==> src/rtl/lbp_pkg.sv <==
`default_nettype none

package lbp_pkg;

   // Default frame limits handed to the top-level parameters.
   localparam int unsigned MAX_WIDTH_DEF  = 1024;
   localparam int unsigned MAX_HEIGHT_DEF = 4096;

   // Configuration register layout.
   localparam int unsigned WIDTH_REG_W  = 11;
   localparam int unsigned HEIGHT_REG_W = 13;
   localparam int unsigned CSR_DATA_W   = 13;
   localparam int unsigned CSR_IDX_W    = 1;
   localparam int unsigned WIDTH_RESET  = 640;
   localparam int unsigned HEIGHT_RESET = 480;
   localparam int unsigned SIZE_MIN     = 3;

   // Pixel and code widths.
   localparam int unsigned PIXEL_W = 8;
   localparam int unsigned CODE_W  = 8;

   // Entries in the result queue.
   localparam int unsigned RSP_DEPTH = 4;

   typedef enum logic [CSR_IDX_W-1:0] {
      CSR_IMAGE_WIDTH  = 1'b0,
      CSR_IMAGE_HEIGHT = 1'b1
   } csr_index_type;

   typedef logic [PIXEL_W-1:0] pixel_type;

   // One pixel with its resolved column neighbors, handed to the window.
   typedef struct packed {
      logic      emit;
      logic      last;
      pixel_type px;
      pixel_type top;
      pixel_type mid;
   } lbp_item_type;

   // One finished pattern code.
   typedef struct packed {
      logic [CODE_W-1:0] code;
      logic              last;
   } lbp_result_type;

endpackage

`default_nettype wire

==> src/rtl/lbp_win.sv <==
`default_nettype none

module lbp_win (
   input  wire logic                  clock,
   input  wire logic                  reset,
   input  wire logic                  item_valid,
   input  wire lbp_pkg::lbp_item_type item,
   output logic                       res_valid,
   output lbp_pkg::lbp_result_type    res
);
   import lbp_pkg::*;

   // Window slots: 0/1 top row, 2/3 middle row, 4/5 bottom row; odd slots are newer.
   pixel_type win_ff [6];
   pixel_type win_in [6];
   pixel_type centre;

   // Compare the eight neighbors with the centre of the completed window.
   always_comb begin
      centre        = win_ff[3];
      res.code[7]   = win_ff[0] > centre;
      res.code[6]   = win_ff[1] > centre;
      res.code[5]   = item.top  > centre;
      res.code[4]   = item.mid  > centre;
      res.code[3]   = item.px   > centre;
      res.code[2]   = win_ff[5] > centre;
      res.code[1]   = win_ff[4] > centre;
      res.code[0]   = win_ff[2] > centre;
      res.last      = item.last;
      res_valid     = item_valid && item.emit;
   end

   // Shift the window by one column for every pixel.
   always_comb begin
      win_in[0] = win_ff[1];
      win_in[1] = item.top;
      win_in[2] = win_ff[3];
      win_in[3] = item.mid;
      win_in[4] = win_ff[5];
      win_in[5] = item.px;
   end

   always_ff @(posedge clock) begin
      if (reset) begin
         for (int i = 0; i < 6; i++) begin
            win_ff[i] <= '0;
         end
      end else if (item_valid) begin
         for (int i = 0; i < 6; i++) begin
            win_ff[i] <= win_in[i];
         end
      end
   end

endmodule

`default_nettype wire

==> config.mk <==
export PLATFORM = sky130hd
export DESIGN_NAME = lbp_win
export DESIGN_NICKNAME = d
export VERILOG_FILES = /design/src/rtl/lbp_pkg.sv /design/src/rtl/lbp_win.sv
export SDC_FILE = /design/constraint.sdc
export NUM_CORES = 1
export LEC_CHECK = 0
export BUFFER_PORTS_ARGS = -buffer_cell sky130_fd_sc_hd__buf_2
export CELL_PAD_IN_SITES_DETAIL_PLACEMENT = 0
export CELL_PAD_IN_SITES_GLOBAL_PLACEMENT = 2
export CORE_MARGIN = 2
export CORE_UTILIZATION = 40
export DETAILED_ROUTE_END_ITERATION = 7
export HOLD_SLACK_MARGIN = 0.05
export PLACE_DENSITY_LB_ADDON = 0.1
export SETUP_SLACK_MARGIN = 0.3
export SLEW_MARGIN = 20
export SYNTH_ARGS = -nofsm -noshare
export SYNTH_HDL_FRONTEND = slang
export SYNTH_SLANG_ARGS = --single-unit
export TNS_END_PERCENT = 50
==> constraint.sdc <==
create_clock -name clock -period 2.3 [get_ports clock]
set_input_delay 0.345 -clock clock [delete_from_list [all_inputs] [get_ports clock]]
set_output_delay 0.345 -clock clock [all_outputs]
set_load 0.01 [all_outputs]
==> results.toml <==
[power_and_ir_drop]
switching_power_mw = 0.6566
power_leakage_nw = 1.664
swShare_pct = 28.07
internal_power_mw = 1.683
p_seq_share_pct = 45.9
power_frac_clock_pct = 26.2
p_comb_share_pct = 27.9
ir_drop_uv = 291.4
power.density_nw_per_um2 = 567.3

[clocking]
numClockSinks = 48
htree_levels = 2
clk-insertion-delay-late_ns = 0.30
cts_tree = "built"
cts_root_buf = "clkbuf_8"
cts_buffers = 5
cts_max_path_buffers = 2
clk_pin_slew_ns = 0.09

[run_status]
outcome = "complete, no violations"

[sta]
drv_slew = 0
skew_ns = 0.006462
finalCriticalPeriod_ns = 2.251
fmax_mhz = 444.3
min_period_over_period_pct = 97.85
rsz0062_at_grt = "yes"
setup_viol = 0
worst_pin_slew_ns = 0.3920
relSlewSlack_pct = 73.86
hold_violations = 0

[logic_synthesis]
postSynthNetCount = 365
synth_edf_count = 48
netlist_top_cells_area = "edfxtp_1, ha_1, and2_1"
synth.distinct_cells = 16
synthArstFlopShare_pct = 0
synth-simple-area-share_pct = 15.90
synthMuxAreaShare_pct = 0
synth_adder_area_share_pct = 25.13
avgSynthCellArea_um2 = 11.72
yosysWarnings = 0
ys.flop_type = "edfxtp_1"
yosysTopAreaCell = "edfxtp_1"
ys_ff_latch = 48
postSynthCellCount = 272
synth_compound_area_share_pct = 10.37
yosysSeqAreaShare_pct = 45.23
synthTopCellsByCount = "ha_1, and2_1, edfxtp_1"
netlist.area_leader.share_pct = 45.23
synth_top_family_by_area = "adder cells"
post-synth-top-count-cell = "ha_1"
yosys.area_share.xor_xnor_pct = 0
synth_area_um2 = 3187

[worst_setup_path]
reg2reg_depth = 2
r2r-start = "win_ff[3][3]"
r2r_end = "win_ff[2][3]"
critPathCaptureType = "output pin"
cp_max_fo = 8
critPathRequiredTime_ns = 1.96
crit_buf_inv = 3
cp_slowest_cell = "edfxtp_1"
crit_arrival_ns = 1.91
startpoint_type = "flip-flop"
regToRegSetupSlack_ns = 1.36
cp_top_family = "buffers and inverters"
cpPeakStageDelay_ns = 0.40
worstPathCellList = "clkinv_4, buf_6, ha_4, nor2b_1, o211ai_1, a21oi_1, o22a_1, buf_2"
crit_type = "reg -> out"

[min_path]
hold_class = "in -> reg"
worstHoldStart = "item[7]"
hold_depth = 2
holdPathEnd = "win_ff[3][7]"

[finish]
n_antenna_cell = 0
drive_gt1_share_pct = 31.40
largestRegisters = "win_ff x48"
fin_cells = 430
largest_register = "win_ff"
largest_register_ffs = 48
nets = 420
area_growth_pct = 29.41
utilization_pct = 53.37

[placed_design]
place_congestion = 0.6844
dp_hpwl_um = 4580
dp.cells = 407
portBuffers = 36

[run]
maxCapViolCount = 0

[floorplanning]
io_pins = 39
rows = 32
die_y_um = 93.26
initial_utilization_pct = 41.24
core_area_um2 = 7727
die_x_um = 93.26
die-area_um2 = 8697

[drt]
drc = 0
ant_nets = 0
via_count = 2184
drt_iter0_markers = 45
avgRoutedWirePerCell_um = 15.28
first_pass_iters = 4
vias_per_cell = 5.079
wl_um = 6571

[grt]
antenna_found_initial = 0
overflow = 0
grt_max_degree = 49
grt_pass1_vias = 2171
grt_pass1_wl_um = 10550
track_usage_pct = 16.03
==> worst max path at each step <==
stage                             from  endpoint  slack [ns]  cells past startpoint
after floorplan           win_ff[3][1]    res[4]        0.61                      6
after global placement    win_ff[3][1]    res[1]        0.32                      7
after detailed placement  win_ff[3][1]    res[6]        0.29                      7
after CTS                 win_ff[3][1]    res[8]        0.11                      7
after global routing      win_ff[3][1]    res[5]       -0.08                      8
final                     win_ff[3][1]    res[5]        0.05                      8
==> metrics by stage <==
step	hold slack (ns)	power, mW	setup WS (ns)	TNS (ns)	instance area (µm²)
2_1_floorplan	0.5245	1.419	0.6146	0	3187
4_1_cts	0.3265	2.278	0.1095	0	3885
3_3_place_gp	0.5283	1.588	0.3200	0	3491
6_report	0.3290	2.339	0.04936	0	4124
3_5_place_dp	0.5386	1.590	0.2892	0	3491
5_1_grt	0.3240	2.493	-0.07677	-0.1017	4124
==> layer usage <==
layer	track usage [%]	wire length, µm	vias to the layer above
li1	-	-	1132
met1	21.26	3119	1017
met2	26.80	3200	29
met3	2.820	166	6
met4	4.779	85	0
met5	0	0	-
==> repair_timing <==
| item | in CTS | in global routing |
|---|---|---|
| buffers inserted | 11 | 4 |
| pin swaps | 0 | 13 |
| resized for setup | 19 | 30 |
| endpoints found under the setup margin | 8 | 8 |
| hold buffers | 0 | 0 |
==> worst register-to-register path, delay by kind of cell (launching register included) <==
kind	cells	cell delay [ns]
flip-flops	1	0.44
buffers and inverters	1	0.16
AND/OR/NAND/NOR	1	0.12
==> cell type report <==
| type | count | area [µm²] |
|---|---|---|
| Fill cell | 673 | 3603 |
| Clock buffer | 5 | 68.82 |
| Inverter | 15 | 80.08 |
| Tap cell | 102 | 127.6 |
| Timing Repair Buffer | 54 | 405.4 |
| Clock inverter | 3 | 42.54 |
| Multi-Input combinational cell | 203 | 1958 |
| Sequential cell | 48 | 1441 |
==> cells in the final DEF (no fill, tap or decap), drive strengths merged <==
cell type  synthesis  routed
a21oi             32      32
and2              49      49
buf                4      54
bufinv             0       1
clkbuf             2       5
clkinv             0       2
clkinvlp           0       6
edfxtp            48      48
ha                64      64
inv               15       9
nand2              8       8
nand4             16      16
nor2b              9       9
o211ai             8       8
o21ai              8       8
o22a               8       8
or2                1       1
==> power by group through the flow <==
stage          Sequential (mW)  Clock (mW)  Combinational [mW]
2_1_floorplan             1.07           0               0.348
3_3_place_gp              1.08           0               0.509
3_5_place_dp              1.08           0               0.508
4_1_cts                   1.07       0.624               0.582
5_1_grt                   1.08       0.666               0.745
6_report                  1.07       0.613               0.652
==> kinds of logic after synthesis <==
| kind of cell | count (synthesis) |
|---|---|
| DFF | 48 |
| and+or+nand+nor | 83 |
| adders and majority gates | 64 |
| buffers and inverters | 21 |
| AOI/OAI and AO/OA | 56 |
Note: power is estimated with default switching activity, not from simulation.
