## config.mk

```make
export PLATFORM = sky130hd
export DESIGN_NAME = lbp_rsp_queue
export DESIGN_NICKNAME = d
export VERILOG_FILES = /design/src/rtl/lbp_pkg.sv /design/src/rtl/lbp_rsp_queue.sv
export SDC_FILE = /design/constraint.sdc
export NUM_CORES = 1
export LEC_CHECK = 0
export BUFFER_PORTS_ARGS = -buffer_cell sky130_fd_sc_hd__buf_2
export CORE_AREA = 2 2 60 62
export CTS_CLUSTER_DIAMETER = 30
export CTS_CLUSTER_SIZE = 28
export DETAILED_ROUTE_END_ITERATION = 10
export DIE_AREA = 0 0 62 64
export GPL_ROUTABILITY_DRIVEN = 0
export PLACE_DENSITY = 0.75
export SLEW_MARGIN = 25
export SYNTH_ARGS = -nofsm -noshare
export SYNTH_HDL_FRONTEND = slang
export SYNTH_SLANG_ARGS = --single-unit
```

## constraint.sdc

```tcl
create_clock -name clock -period 3.05 [get_ports clock]
set_clock_uncertainty 0.15 [all_clocks]
set_input_delay 0.4575 -clock clock [delete_from_list [all_inputs] [get_ports clock]]
set_output_delay 0.4575 -clock clock [all_outputs]
set_load 0.05 [all_outputs]
```

## src/rtl/lbp_pkg.sv

```systemverilog
`default_nettype none

package lbp_pkg;

   // Default frame limits handed to the top-level parameters.
   localparam int unsigned MAX_WIDTH_DEF  = 1024;
   localparam int unsigned MAX_HEIGHT_DEF = 4096;

   // Configuration register layout.
   localparam int unsigned WIDTH_REG_W  = 11;
   localparam int unsigned HEIGHT_REG_W = 13;
   localparam int unsigned CSR_DATA_W   = 13;
   localparam int unsigned CSR_IDX_W    = 1;
   localparam int unsigned WIDTH_RESET  = 640;
   localparam int unsigned HEIGHT_RESET = 480;
   localparam int unsigned SIZE_MIN     = 3;

   // Pixel and code widths.
   localparam int unsigned PIXEL_W = 8;
   localparam int unsigned CODE_W  = 8;

   // Entries in the result queue.
   localparam int unsigned RSP_DEPTH = 4;

   typedef enum logic [CSR_IDX_W-1:0] {
      CSR_IMAGE_WIDTH  = 1'b0,
      CSR_IMAGE_HEIGHT = 1'b1
   } csr_index_type;

   typedef logic [PIXEL_W-1:0] pixel_type;

   // One pixel with its resolved column neighbors, handed to the window.
   typedef struct packed {
      logic      emit;
      logic      last;
      pixel_type px;
      pixel_type top;
      pixel_type mid;
   } lbp_item_type;

   // One finished pattern code.
   typedef struct packed {
      logic [CODE_W-1:0] code;
      logic              last;
   } lbp_result_type;

endpackage

`default_nettype wire

```

## src/rtl/lbp_rsp_queue.sv

```systemverilog
`default_nettype none

module lbp_rsp_queue #(
   parameter int unsigned DEPTH = 4
) (
   input  wire logic                       clock,
   input  wire logic                       reset,
   input  wire logic                       push,
   input  wire lbp_pkg::lbp_result_type    push_data,
   output logic                            rsp_valid,
   input  wire logic                       rsp_stall,
   output lbp_pkg::lbp_result_type         rsp_data,
   output logic [$clog2(DEPTH+1)-1:0]      level
);
   import lbp_pkg::*;

   localparam int unsigned PTR_W = $clog2(DEPTH);
   localparam int unsigned CNT_W = $clog2(DEPTH+1);

   lbp_result_type   entry_ff [DEPTH];
   logic [PTR_W-1:0] head_ff, head_in;
   logic [PTR_W-1:0] tail_ff, tail_in;
   logic [CNT_W-1:0] level_ff, level_in;
   logic             pop;

   assign rsp_valid = level_ff != '0;
   assign rsp_data  = entry_ff[head_ff];
   assign level     = level_ff;
   assign pop       = rsp_valid && !rsp_stall;

   // Pointer and fill level update for a push, a transfer out, or both.
   always_comb begin
      head_in  = head_ff;
      tail_in  = tail_ff;
      level_in = level_ff;
      if (pop) begin
         head_in = (head_ff == PTR_W'(DEPTH - 1)) ? '0 : head_ff + PTR_W'(1);
      end
      if (push) begin
         tail_in = (tail_ff == PTR_W'(DEPTH - 1)) ? '0 : tail_ff + PTR_W'(1);
      end
      if (push && !pop) begin
         level_in = level_ff + CNT_W'(1);
      end else if (pop && !push) begin
         level_in = level_ff - CNT_W'(1);
      end
   end

   always_ff @(posedge clock) begin
      if (reset) begin
         head_ff  <= '0;
         tail_ff  <= '0;
         level_ff <= '0;
      end else begin
         head_ff  <= head_in;
         tail_ff  <= tail_in;
         level_ff <= level_in;
      end
   end

   always_ff @(posedge clock) begin
      if (push) begin
         entry_ff[tail_ff] <= push_data;
      end
   end

   // The upstream throttle must keep the queue from overflowing.
   assert property (@(posedge clock) disable iff (reset)
      push && !pop |-> level_ff < CNT_W'(DEPTH))
      else $error("result queue overflow");

   // A transfer out without a push drops the level by one.
   assert property (@(posedge clock) disable iff (reset)
      pop && !push |=> level_ff == $past(level_ff) - CNT_W'(1))
      else $error("result queue level did not drop after a transfer");

   // The fill level never passes the number of entries.
   assert property (@(posedge clock) disable iff (reset)
      level_ff <= CNT_W'(DEPTH))
      else $error("result queue level out of range");

endmodule

`default_nettype wire

```

==> impl_metrics.json, run 1 <==
{
  "run_status": "finished clean",
  "number_of_warnings_printed_during_yosys_synthesis": 0,
  "fillCellCount": 258,
  "worst_hold_path.num_cells": 1,
  "netlist_instances": 93,
  "max_freq_mhz": 401,
  "multiInputGateArea_um2": 450,
  "post-dp-hpwl_um": 1890,
  "cts_htree_levels": 2,
  "main_combinational_cell_family_by_area_after_synthesis": "multiplexers",
  "post-cts-setup-buffer-count": 0,
  "antenna-diode-count": 0,
  "comb_power_share_pct": 32.0,
  "drv_slew": 0,
  "worst_tran_pin_value_ps": 610,
  "synth_seq_cells": 45,
  "synth_simple_gate_area_share_pct": 4.58,
  "maxCapViolations": 0,
  "drc": 0,
  "vdd_ir_drop_max_mv": 0.281,
  "path_cells": "mux4_2 > buf_2",
  "reg2reg_to": "level[2]",
  "antenna_left": 0,
  "hold_violations": 0,
  "num_vias": 881,
  "crit_path_max_incr_delay_ps": 730,
  "regArea_um2": 1260,
  "maximum_number_of_pins_on_one_net_before_global_route_repair": 14,
  "switching_power_mw": 0.562,
  "synthesis.area_um2": 1750,
  "placedCellCount": 162,
  "r2r.worst_path.cells": 9,
  "post_synth_xor_area_fraction_pct": 1.00,
  "ff2ff_setup_slack_ps": 640,
  "p_leak_nw": 0.720,
  "max-clock-path-buffers": 2,
  "1st_iter_drt_viols": 58,
  "routed_wire_length_per_instance_um": 15.7,
  "clock_sink_count": 45,
  "yosysSeqAreaShare_pct": 72.2,
  "endpoint_kind": "output port",
  "grt_pass1_vias": 913,
  "start_point_of_the_worst_hold_path": "push_data[6]",
  "die_w_um": 62,
  "cts.root.buffer_cell": "clkbuf_4",
  "cp-start-kind": "flip-flop",
  "power_frac_clock_pct": 17.3,
  "number_of_cells_upsized_or_downsized_after_cts": 0,
  "fp.coreArea_um2": 3280,
  "rsz0062_at_grt": "false",
  "grt_antenna_before_repair": 0,
  "clkTransAtPathRegs_ps": 130,
  "cts_tree": "yes",
  "totalNegativeSetupSlack_ps": 0,
  "vias_per_cell": 5.18,
  "power_density_nw_per_um2": 776,
  "min_period_ps": 2490,
  "finalCritPeriodShare_pct": 81.7,
  "clock_latency_ps": 340,
  "io_buffer_count": 25,
  "die_height_um": 64,
  "initial_core_util_pct": 53.2,
  "worstPathArrival_ps": 1890,
  "cts_inserted_buffers": 5,
  "final_net_count": 143,
  "cts_hold_buffers": 0,
  "syn_to_final_growth_pct": 12.5,
  "max_slew_margin_pct": 59.3,
  "critPathKind": "flip-flop to output port",
  "crit_path_top_delay_cell": "dfxtp_1",
  "worst-endpoint-required_ps": 2440,
  "p_sw_share_pct": 36.9,
  "die_area_um2": 3970,
  "grt_overflow": 0,
  "worstReg2RegStart": "level[1]",
  "drt-pass1-iter-count": 4,
  "min-delay-path-class": "primary input to flip-flop",
  "largest_fanout_on_the_critical_path": 9,
  "synth-adder-area-share_pct": 5.44,
  "grt_first_pass_wirelength_um": 4330,
  "sequential_power_share_pct": 50.7,
  "io_pins": 26,
  "p_int_mw": 0.962,
  "synth.area.mux_share_pct": 12.8,
  "setup_violators_final": 0,
  "share_of_final_layout_standard_cells_stronger_than_drive_strength_1_pct": 33.1,
  "rows": 21,
  "number_of_nets_produced_by_synthesis": 113,
  "worst_hold_path.endpoint": "entry_ff[3][6]",
  "synth-compound-area-share_pct": 2.01,
  "grt.total_usage_pct": 15.7,
  "syn-mean-instance-area_um2": 18.8,
  "synth_cell_type_count": 20,
  "layoutNonFillerInstCount": 170,
  "finalWirelength_um": 2680
}
==> cell usage after synthesis, drive strengths merged <==
cell type / count / share of area, %
edfxtp: 36 / 62
dfxtp: 9 / 10
mux4: 9 / 12
ha: 6 / 4.3
inv: 5 / 1.1
a21oi: 4 / 1.1
and2: 4 / 1.4
nor2: 4 / 0.86
o21ai: 3 / 0.86
mux2i: 2 / 1.1
xor2: 2 / 1.0
buf: 1 / 0.64
clkbuf: 1 / 0.29
fa: 1 / 1.1
nand2b: 1 / 0.36
nand3b: 1 / 0.43
nor3: 1 / 0.29
nor3b: 1 / 0.43
or3: 1 / 0.36
or4: 1 / 0.43
==> cell families (layout without fill, tap and decap cells) <==
family | Yosys count | in the layout
simple gates | 14 | 14
buf+inv | 7 | 38
xor+xnor | 2 | 2
flops | 45 | 45
mux | 11 | 11
fa+ha+maj | 7 | 7
compound gates | 7 | 7
==> power by group through the flow <==
stage	Sequential [mW]	Clock [mW]	Combinational, mW
2_1_floorplan	0.797	0	0.384
3_5_place_dp	0.790	0	0.489
4_1_cts	0.776	0.275	0.491
5_1_grt	0.785	0.298	0.520
6_report	0.772	0.264	0.487
3_3_place_gp	0.786	0	0.478
==> per-stage QoR <==
step	hold slack (ps)	power (mW)	setup WS [ps]	cell area [um2]	util (%)
2_1_floorplan	314	1.18	379	1750	-
5_1_grt	144	1.60	420	1960	59.8
3_3_place_gp	330	1.26	824	1910	58.2
6_report	162	1.52	557	1960	59.8
4_1_cts	155	1.54	486	1960	59.8
3_5_place_dp	350	1.28	661	1910	58.2
==> final cells by class <==
cell class                      instances  area share, %
Clock buffer                            6           2.10
Clock inverter                          2          0.510
Inverter                                5          0.955
Multi-Input combinational cell         41           22.9
Sequential cell                        45           64.2
Tap cell                               46           2.93
Timing Repair Buffer                   25           6.37
==> critical path: cells and delay by family, from the launching register on <==
family / cells / cell delay, ps
flip-flops: 1 / 730
buffers and inverters: 1 / 230
multiplexers: 1 / 580
==> sequential cells by signal, summed over array words and instances (netlist names), named ones only <==
name	cells
entry_ff	36
tail_ff	2
level	3
head_ff	2
==> layout by cell type (no fill, tap or decap) <==
master | synthesis | final
a21oi_1 | 4 | 4
and2_1 | 4 | 4
buf_2 | 0 | 25
clkbuf_1 | 0 | 1
clkbuf_4 | 0 | 5
clkinv_2 | 0 | 2
dfxtp_1 | 9 | 9
edfxtp_1 | 36 | 36
fa_1 | 1 | 1
ha_1 | 6 | 6
inv_1 | 5 | 5
mux2i_1 | 2 | 2
mux4_2 | 9 | 9
nand2b_1 | 1 | 1
nand3b_1 | 1 | 1
nor2_1 | 4 | 4
nor3_1 | 1 | 1
nor3b_1 | 1 | 1
o21ai_0 | 3 | 3
or3_1 | 1 | 1
or4_1 | 1 | 1
xor2_1 | 2 | 2
==> worst max-delay path by stage <==
stage,endpoint,slack (ps),cells past startpoint
after floorplan,level[2],380,9
after global placement,level[2],820,9
after detailed placement,level[2],660,9
after CTS,rsp_data[2],490,2
after global routing,rsp_data[2],420,2
final,rsp_data[2],560,2
==> layer usage <==
| metal | wire (um) | global-route usage [%] |
|---|---|---|
| met3 | 124 | 4.25 |
| met5 | 0 | 0 |
| met1 | 1110 | 18.9 |
| met4 | 55 | 7.18 |
| met2 | 1390 | 25.4 |
(Power assumes the default switching activity.)
==> run 2, diff against run 1 <==
--- a/config.mk
+++ b/config.mk
@@ -5,14 +5,15 @@
 export SDC_FILE = /design/constraint.sdc
 export NUM_CORES = 1
 export LEC_CHECK = 0
+export ABC_AREA = 1
 export BUFFER_PORTS_ARGS = -buffer_cell sky130_fd_sc_hd__buf_2
-export CORE_AREA = 2 2 60 62
+export CORE_AREA = 2 2 65 67
 export CTS_CLUSTER_DIAMETER = 30
 export CTS_CLUSTER_SIZE = 28
 export DETAILED_ROUTE_END_ITERATION = 10
-export DIE_AREA = 0 0 62 64
+export DIE_AREA = 0 0 67 69
 export GPL_ROUTABILITY_DRIVEN = 0
-export PLACE_DENSITY = 0.75
+export PLACE_DENSITY = 0.72
 export SLEW_MARGIN = 25
 export SYNTH_ARGS = -nofsm -noshare
 export SYNTH_HDL_FRONTEND = slang
==> constraint.sdc (replaced) <==
create_clock -name clock -period 2.2 [get_ports clock]
set_clock_uncertainty 0.15 [all_clocks]
set_input_delay 0.33 -clock clock [delete_from_list [all_inputs] [get_ports clock]]
set_output_delay 0.33 -clock clock [all_outputs]
set_load 0.05 [all_outputs]
==> run 2 against run 1 <==
Sequential share of layout area shrank 6.4 points. Final cell count is 36% higher. Design area up 11%. Non-clock buffer count is 1 higher. Area after synthesis rose by 9.7%. Hold slack worse by 91 ps. Synthesized cell count rose by 61%. Clock power is 130% higher. Critical path type unchanged.
==> impl_metrics.json, run 2 <==
{
  "synth-edff-count": 36,
  "synthesis.area_um2": 1920,
  "critPathKind": "flip-flop to output port",
  "number_of_nets_produced_by_synthesis": 170,
  "clock_sink_count": 45,
  "p_leak_nw": 0.874,
  "max_slew_margin_pct": 72.2,
  "global_route.peak_usage_layer": "met2",
  "drv_slew": 0,
  "number_of_cells_upsized_or_downsized_after_cts": 0,
  "max-clock-path-buffers": 2,
  "cts_tree": "yes",
  "gr-usage-met1_pct": 17.7,
  "grt_overflow": 0,
  "die_height_um": 69,
  "synth_cell_type_count": 22,
  "largest_fanout_on_the_critical_path": 10,
  "crit_path_max_incr_delay_ps": 560,
  "finalWirelength_um": 3270,
  "start_point_of_the_worst_hold_path": "reset",
  "hold_violations": 0,
  "path_cells": "o21ai_0 > o22ai_2 > buf_2",
  "share_of_final_layout_standard_cells_stronger_than_drive_strength_1_pct": 33.1,
  "grtUsageMet3_pct": 3.59,
  "crit_path_top_delay_cell": "dfxtp_1",
  "die_area_um2": 4620,
  "maximum_number_of_pins_on_one_net_before_global_route_repair": 20,
  "syn_to_final_growth_pct": 14.2,
  "min-delay-path-class": "primary input to flip-flop",
  "cp_top_family": "flip-flops",
  "grt_first_pass_wirelength_um": 5600,
  "clkTransAtPathRegs_ps": 80,
  "run_status": "finished clean",
  "cts.root.buffer_cell": "clkbuf_8",
  "synth_seq_cells": 45,
  "cts_inserted_buffers": 5,
  "synthTopCellsByCount": "36 x edfxtp_1, 19 x nor2_1, 18 x o21ai_0, 15 x inv_1, 12 x nand2_1",
  "synth_async_sr_flop_share_pct": 0,
  "dominant_cell_type_by_area_after_synthesis": "edfxtp_1",
  "post-cts-setup-buffer-count": 0,
  "cp-start-kind": "flip-flop",
  "totalNegativeSetupSlack_ps": 0,
  "power_density_nw_per_um2": 1310,
  "post-dp-hpwl_um": 2270,
  "drc": 0,
  "met2_usage_pct": 28.2,
  "worstPathBufferInverterCount": 1,
  "setup_violators_final": 0,
  "layout.cells.most_common": "edfxtp_1",
  "min_period_ps": 2030,
  "rsz0062_at_grt": "false",
  "antenna-diode-count": 0,
  "synth_most_common_cell": "edfxtp_1",
  "rows": 23,
  "final_net_count": 200,
  "worstPathArrival_ps": 1550,
  "worstReg2RegStart": "level[1]",
  "synthFlopType": "edfxtp_1",
  "yosysSeqAreaShare_pct": 65.8,
  "max_freq_mhz": 492,
  "die_w_um": 67,
  "layoutNonFillerInstCount": 231,
  "io_pins": 26,
  "worst-endpoint-required_ps": 1720,
  "grt_antenna_before_repair": 0,
  "vdd_ir_drop_max_mv": 0.644,
  "1st_iter_drt_viols": 39,
  "netlist_instances": 150,
  "vias_per_cell": 5.09,
  "top_register": "entry_ff",
  "num_vias": 1175,
  "finalCritPeriodShare_pct": 92.3,
  "syn-mean-instance-area_um2": 12.8,
  "drt-pass1-iter-count": 4,
  "worst_slack_ps": 169,
  "worst_tran_pin_value_ps": 417,
  "endpoint_kind": "output port",
  "grt.total_usage_pct": 16.0,
  "antenna_left": 0,
  "ff2ff_setup_slack_ps": 270,
  "synth.top_cells.by_area": "edfxtp_1 56%, dfxtp_1 9.4%, o22ai_2 5.9%",
  "grt_pass1_vias": 1269,
  "cts_hold_buffers": 0,
  "flip_flop_count_of_the_largest_register_after_layout": 36,
  "number_of_warnings_printed_during_yosys_synthesis": 0,
  "fp.coreArea_um2": 3910,
  "clock_latency_ps": 280,
  "yosysTopAreaCellShare_pct": 56.4,
  "maxCapViolations": 0,
  "routed_wire_length_per_instance_um": 14.2,
  "io_buffer_count": 25,
  "cts_htree_levels": 2,
  "initial_core_util_pct": 49.0,
  "detailedPlace.worstSlack_ps": 265,
  "layout_common_cells": "36 x edfxtp_1, 25 x buf_2, 19 x nor2_1",
  "placedCellCount": 223
}
run 2: cell count changes after synthesis, moves of 4 or more:
cell	before	now
and2_1	4	0
inv_1	5	15
mux4_2	9	0
nand2_1	0	12
nor2_1	4	19
nor2_2	0	9
o21ai_0	3	18
o22ai_2	0	9
run 2: per-stage QoR:
step / utilization, % / hold WS, ps / power, mW / cell area (um2)
6_report: 55.9 / 70.4 / 2.87 / 2190
5_1_grt: 55.9 / 72.9 / 3.03 / 2190
4_1_cts: 55.9 / 58.0 / 2.89 / 2190
3_5_place_dp: 53.0 / 372 / 2.29 / 2070
3_3_place_gp: 53.0 / 351 / 2.24 / 2070
2_1_floorplan: - / 245 / 2.06 / 1920
run 2: cells by family after synthesis:
family | after synthesis | synth area share, %
buf+inv | 20 | 5.94
simple gates | 45 | 10.6
xor+xnor | 1 | 0.457
fa+ha+maj | 7 | 4.96
compound gates | 32 | 12.3
flops | 45 | 65.8
run 2: worst paths after layout:
check	to	cells after the start
min	level[0]	2
max reg2reg	level[2]	12
min reg2reg	level[1]	2
max	rsp_data[4]	3
run 2: layer usage:
metal  wire [um]  vias to the layer above
met5           0                        -
met4          80                        0
met3          96                        7
met2        1750                       24
met1        1340                      566
li1            -                      578
run 2: layout make-up:
class	count	area, um2
Clock inverter	3	46.3
Clock buffer	5	68.8
Timing Repair Buffer	26	133
Fill cell	335	1730
Tap cell	50	62.6
Sequential cell	45	1260
Multi-Input combinational cell	85	542
Inverter	17	71.3
run 2: where the power goes:
part | switching, mW | internal [mW]
logic | 0.875 | 0.311
clock network | 0.266 | 0.340
registers | 0.0707 | 1.01
total | 1.21 | 1.66
